### src/rtl/mrc_pkg.sv
// Package: shared types, constants and the CRC-16 byte update for the request checker.
`timescale 1ns / 1ps
package mrc_pkg;

  localparam int unsigned FrameBytes = 8;
  localparam int unsigned CrcBytes   = 6;
  localparam logic [3:0]  CountMax   = 4'd15;

  localparam logic [15:0] CrcInit    = 16'hFFFF;
  localparam logic [15:0] CrcPoly    = 16'hA001;

  localparam logic [7:0]  FuncReadHolding = 8'h03;
  localparam logic [7:0]  FuncWriteSingle = 8'h06;

  localparam logic [7:0]  LocalAddrReset  = 8'd2;

  typedef enum logic [2:0] {
    STATUS_OK       = 3'd0,
    STATUS_ADDRESS  = 3'd1,
    STATUS_FUNCTION = 3'd2,
    STATUS_LENGTH   = 3'd3,
    STATUS_CRC      = 3'd4
  } status_e;

  // First member sits in the top bits, so status ends up in the lowest bits.
  typedef struct packed {
    logic [15:0] register_data;
    logic [15:0] register_address;
    logic [7:0]  function_code;
    status_e     status;
  } result_t;

  localparam int unsigned ResultBits = $bits(result_t);
  localparam int unsigned OutBytes   = (ResultBits + 7) / 8;

  // Reflected CRC-16, one byte, eight shift steps unrolled.
  function automatic logic [15:0] crc16_byte(logic [15:0] crc, logic [7:0] b);
    logic [15:0] c;
    c = crc ^ {8'h00, b};
    for (int k = 0; k < 8; k++) begin
      if (c[0]) begin
        c = (c >> 1) ^ CrcPoly;
      end else begin
        c = c >> 1;
      end
    end
    return c;
  endfunction

endpackage

### src/rtl/mrc_frame_core.sv
// Frame state (byte count, running CRC, byte store) and the end-of-frame checks.
`timescale 1ns / 1ps
module mrc_frame_core
  import mrc_pkg::*;
(
  input  logic       clk_i,
  input  logic       rst_ni,
  input  logic       advance_i,
  input  logic [7:0] rx_byte_i,
  input  logic       frame_last_i,
  input  logic [7:0] local_address_i,
  output result_t    result_o
);

  logic [3:0]  count_q, count_d;
  logic [15:0] crc_q, crc_d;
  logic [7:0]  store_q [FrameBytes];
  logic [7:0]  store_new [FrameBytes];
  logic [7:0]  frame_byte [FrameBytes];
  logic [3:0]  len;
  logic [15:0] crc_new;
  logic [15:0] crc_rcv;

  always_comb begin
    for (int p = 0; p < FrameBytes; p++) begin
      store_new[p] = store_q[p];
    end
    if (count_q < 4'(FrameBytes)) begin
      store_new[count_q[2:0]] = rx_byte_i;
    end

    crc_new = (count_q < 4'(CrcBytes)) ? crc16_byte(crc_q, rx_byte_i) : crc_q;
    len     = (count_q < CountMax) ? count_q + 4'd1 : CountMax;

    // positions the frame never reached read as zero
    for (int p = 0; p < FrameBytes; p++) begin
      frame_byte[p] = (4'(p) < len) ? store_new[p] : 8'h00;
    end
    crc_rcv = {frame_byte[7], frame_byte[6]};

    result_o.function_code    = frame_byte[1];
    result_o.register_address = {frame_byte[2], frame_byte[3]};
    result_o.register_data    = {frame_byte[4], frame_byte[5]};
    priority if (frame_byte[0] != local_address_i) begin
      result_o.status = STATUS_ADDRESS;
    end else if (frame_byte[1] != FuncReadHolding && frame_byte[1] != FuncWriteSingle) begin
      result_o.status = STATUS_FUNCTION;
    end else if (len != 4'(FrameBytes)) begin
      result_o.status = STATUS_LENGTH;
    end else if (crc_rcv != crc_new) begin
      result_o.status = STATUS_CRC;
    end else begin
      result_o.status = STATUS_OK;
    end

    count_d = count_q;
    crc_d   = crc_q;
    if (advance_i) begin
      count_d = frame_last_i ? 4'd0 : len;
      crc_d   = frame_last_i ? CrcInit : crc_new;
    end
  end

  always_ff @(posedge clk_i or negedge rst_ni) begin
    if (!rst_ni) begin
      count_q <= 4'd0;
      crc_q   <= CrcInit;
    end else begin
      count_q <= count_d;
      crc_q   <= crc_d;
    end
  end

  always_ff @(posedge clk_i) begin
    if (advance_i) begin
      for (int p = 0; p < FrameBytes; p++) begin
        store_q[p] <= store_new[p];
      end
    end
  end

  // a marked byte always restarts the frame
  a_restart: assert property (@(posedge clk_i) disable iff (!rst_ni)
    advance_i && frame_last_i |=> count_q == 4'd0 && crc_q == CrcInit)
    else $error("frame state not restarted after last byte");

  // the count only moves on an advancing item
  a_count_hold: assert property (@(posedge clk_i) disable iff (!rst_ni)
    !advance_i |=> $stable(count_q) && $stable(crc_q))
    else $error("frame state moved without an item");

  // the count saturates and never wraps
  a_count_sat: assert property (@(posedge clk_i) disable iff (!rst_ni)
    advance_i && !frame_last_i && count_q == CountMax |=> count_q == CountMax)
    else $error("byte count wrapped");

endmodule

### config.mk
export PLATFORM = sky130hd
export DESIGN_NAME = mrc_frame_core
export DESIGN_NICKNAME = d
export VERILOG_FILES = /design/src/rtl/mrc_pkg.sv /design/src/rtl/mrc_frame_core.sv
export SDC_FILE = /design/constraint.sdc
export NUM_CORES = 1
export LEC_CHECK = 0
export BUFFER_PORTS_ARGS = -buffer_cell sky130_fd_sc_hd__buf_2
export CAP_MARGIN = 10
export CORE_ASPECT_RATIO = 2
export CORE_MARGIN = 5
export CORE_UTILIZATION = 60
export CTS_BUF_LIST = sky130_fd_sc_hd__clkbuf_4 sky130_fd_sc_hd__clkbuf_8
export DETAILED_ROUTE_END_ITERATION = 7
export GPL_TIMING_DRIVEN = 0
export PLACE_DENSITY = 0.89
export SYNTH_ARGS = -nofsm -noshare
export SYNTH_HDL_FRONTEND = slang
export SYNTH_SLANG_ARGS = --single-unit
### constraint.sdc
create_clock -name clk_i -period 5.4 [get_ports clk_i]
set_clock_uncertainty 0.1 [all_clocks]
set_input_delay 1.08 -clock clk_i [delete_from_list [all_inputs] [get_ports clk_i]]
set_output_delay 1.08 -clock clk_i [all_outputs]
set_load 0.1 [all_outputs]
==> qor.csv <==
metric;value;unit
post-place-cells;622;
power.ir.vdd_worst;0.448;mV
dpl-instance-area;0.00574;mm2
status;completed;
io_buffer_count;53;
worst_r2r_path_depth;4;
numCtsBuffers;9;
pwr_density_cell;510;mW/mm2
worst_setup_path_end_kind;primary output;
dr.pass1.iters;5;
maxCapViolCount;0;
static-leakage-power;2.39;nW
timing.critical_path.arrival;4.00;ns
setup_tns;0;ns
wl_per_cell;21.0;um
count_of_nets_left_with_antenna_violations_after_detail_routing;0;
cts_post_setup_buffers_inserted;0;
detailed_place_hpwl;9780;um
sequential_element_share_of_the_synthesized_area;45.9;%
final-max-slew-violation-count;0;
critical_path.max_stage_delay;0.48;ns
yosys.cell_types.count;65;
syn_nets;489;
design.die.area;0.0110;mm2
vias_in_the_first_global_route;4059;
insertion_delay_of_the_later_clocked_pin_in_the_worst_skew_pair;0.37;ns
via_per_inst;6.24;
synth_area;0.00533;mm2
max_freq;193;MHz
clock_sink_count;84;
postSynthAreaPerCell;11.4;um2
cp_data_required_time;4.22;ns
cts.htree.levels;3;
synthCells;468;
cts_hold_buf;0;
timing.rr.start;count_q[0];
drive_gt1_share;31.0;%
r2r-end;store_q[1][0];
cts_root_buffer;sky130_fd_sc_hd__clkbuf_8;
die_h;143;um
design.portCount;63;
layout_worst_path_cycle_share;95.9;%
totalWireLength;13400;um
core_region_area;0.00865;mm2
finalCriticalPeriod;5.18;ns
area_growth;11.9;%
initial_core_util;61.6;%
final_instance_count_excl_fillers;638;
dp_worst_setup_slack;0.353;ns
rsz0062_at_grt;no;
initial_antenna_violation_count;0;
gr-total-overflow;0;
postSynthRegisterBits;84;
vias;3979;
gp_routability_congestion;0.975;
cpMaxStageDelayCell;sky130_fd_sc_hd__ha_1;
ys_dominant_reg_cell;sky130_fd_sc_hd__edfxtp_1;
grt_max_degree;45;
worst_hold_path_type;reg2reg;
timing.final.hold_violations;0;
yosys_warnings;0;
crit_path_cell_trace;ha_1 -> a21bo_1 -> a22oi_2 -> nand2_1 -> nor4b_1 -> a311oi_1 -> a211oi_1 -> o2111ai_1 -> o311a_1 -> buf_2;
max_slew_margin;20.8;%
grt_util_all_layers;24.3;%
cp_max_fo;7;
holdPathStages;2;
timing.hold.worst_endpoint;crc_q[8];
antenna_cells;0;
grt_first_pass_wirelength;20900;um
drt_drc_violations_left;0;
cts.repair.resized;0;
worstHoldStart;crc_q[8];
final_nets;554;
async_flop_share;23.8;%
die-width;76.6;um
synth-edff-count;64;
cts-root-to-sink-buffers;2;
setup.reg_to_reg.worst_slack;2.82;ns
critPathLaunchType;flip-flop;
fin_ws;0.223;ns
timing_worst_slew_pin_value;1.18;ns
finish.instance_area;0.00596;mm2
tritoncts;done;
detail_route.iter0.violations;340;
critPathKind;reg2out;
clkSlewWorstSetupHoldPaths;0.08;ns
report.final.setup_viol;0;
placementRows;48;
[layout by cell type, fill, tap and decap left out, types with 4 or more instances in the layout]
cell type,count
sky130_fd_sc_hd__buf_2,64
sky130_fd_sc_hd__edfxtp_1,64
sky130_fd_sc_hd__nor2_1,46
sky130_fd_sc_hd__mux2_2,43
sky130_fd_sc_hd__nor2b_1,31
sky130_fd_sc_hd__mux2i_1,29
sky130_fd_sc_hd__a21oi_1,27
sky130_fd_sc_hd__inv_1,25
sky130_fd_sc_hd__xnor2_1,19
sky130_fd_sc_hd__dfstp_2,16
sky130_fd_sc_hd__nand2_1,15
sky130_fd_sc_hd__xor2_1,10
sky130_fd_sc_hd__clkbuf_8,9
sky130_fd_sc_hd__clkbuf_1,8
sky130_fd_sc_hd__nand2b_1,7
sky130_fd_sc_hd__nor3_1,7
sky130_fd_sc_hd__nand3_1,7
sky130_fd_sc_hd__o22a_1,7
sky130_fd_sc_hd__nor4b_1,6
sky130_fd_sc_hd__a31oi_1,6
sky130_fd_sc_hd__and2_1,5
sky130_fd_sc_hd__buf_6,4
sky130_fd_sc_hd__o21a_1,4
sky130_fd_sc_hd__o32a_1,4
sky130_fd_sc_hd__dfrtp_1,4
[synthesized netlist by cell type, drive strengths merged (2+ instances only)]
cell,count,area share [%]
dfrtp,4,1.9
buf,20,2.4
xnor3,3,1.3
mux2,46,9.9
a31oi,6,0.70
a21oi,28,2.8
o22ai,2,0.23
xor2,13,2.6
or4,2,0.28
nor3,9,1.3
nor3b,2,0.28
nor4b,8,1.6
a22oi,2,0.28
and2,5,0.59
o211ai,2,0.28
mux2i,30,5.7
nand3,7,0.66
dfstp,16,7.9
nor2b,31,3.6
o21a,4,0.56
inv,26,1.8
xnor2,21,3.7
a21o,3,0.42
o22a,7,1.2
nor4,3,0.92
edfxtp,64,36
o32a,4,0.75
clkbuf,8,0.56
nand2b,8,1.1
nand2,15,1.1
nor2,46,3.2
o21ai,3,0.28
[worst max-delay path, delay by kind of cell (launching register included)]
family	cells	cell delay [ns]
AOI/OAI and AO/OA	6	1.72
adders and majority gates	1	0.48
buffers and inverters	1	0.30
DFF	1	0.47
and+or+nand+nor	2	0.64
[layer usage]
metal | GRT usage (%) | vias to the layer above | share of wire, % | wire (um)
met5 | 0 | - | 0 | 0
met1 | 25.1 | 1977 | 35 | 4640
met3 | 3.54 | 38 | 4.4 | 592
met4 | 14.6 | 0 | 4.8 | 646
li1 | - | 1814 | - | -
met2 | 45.7 | 150 | 56 | 7510
[sequential cells by signal, summed over array words and instances (netlist names)]
name / flops
store_q: 64
crc_q: 16
count_q: 4
[metrics by stage]
step                hold WS (ns)  power (mW)  utilization (%)
floorplan                  0.389        2.23                -
global placement           0.398        2.48             66.1
detailed placement         0.416        2.54             66.3
CTS                        0.427        3.04             68.9
global route               0.447        3.18             68.9
finish                     0.424        3.04             68.9
[how the worst max path moves through the flow]
stage	from	to	slack (ns)
global placement	rx_byte_i[3]	result_o[2]	0.38
floorplan	count_q[1]	result_o[1]	0.50
finish	count_q[1]	result_o[2]	0.22
global route	count_q[1]	result_o[2]	0.08
detailed placement	rx_byte_i[7]	result_o[2]	0.35
CTS	count_q[1]	result_o[2]	0.18
[cell type report]
class | count | area [um2]
Fill cell | 665 | 2690
Multi-Input combinational cell | 330 | 2630
Sequential cell | 84 | 2440
Timing Repair Buffer | 54 | 285
Buffer | 28 | 160
Clock buffer | 10 | 131
Tap cell | 100 | 125
Inverter | 26 | 97.6
Clock inverter | 6 | 87.6
[logic make-up (layout without fill, tap and decap cells)]
logic type,after synthesis,after routing,synth area share (%)
multiplexers,76,76,15.6
AO/OA/AOI/OAI,74,74,9.77
flip-flops,84,84,45.9
adder cells (fa/ha/maj),1,1,0.235
AND/OR/NAND/NOR,141,141,15.6
buffers and inverters,54,124,4.84
XOR/XNOR,38,38,8.01
[report_power, final]
part	total, mW	switching (mW)	internal, mW
registers	0.895	0.0567	0.839
logic	1.64	1.15	0.498
clock network	0.504	0.238	0.266
(Power assumes the default switching activity.)
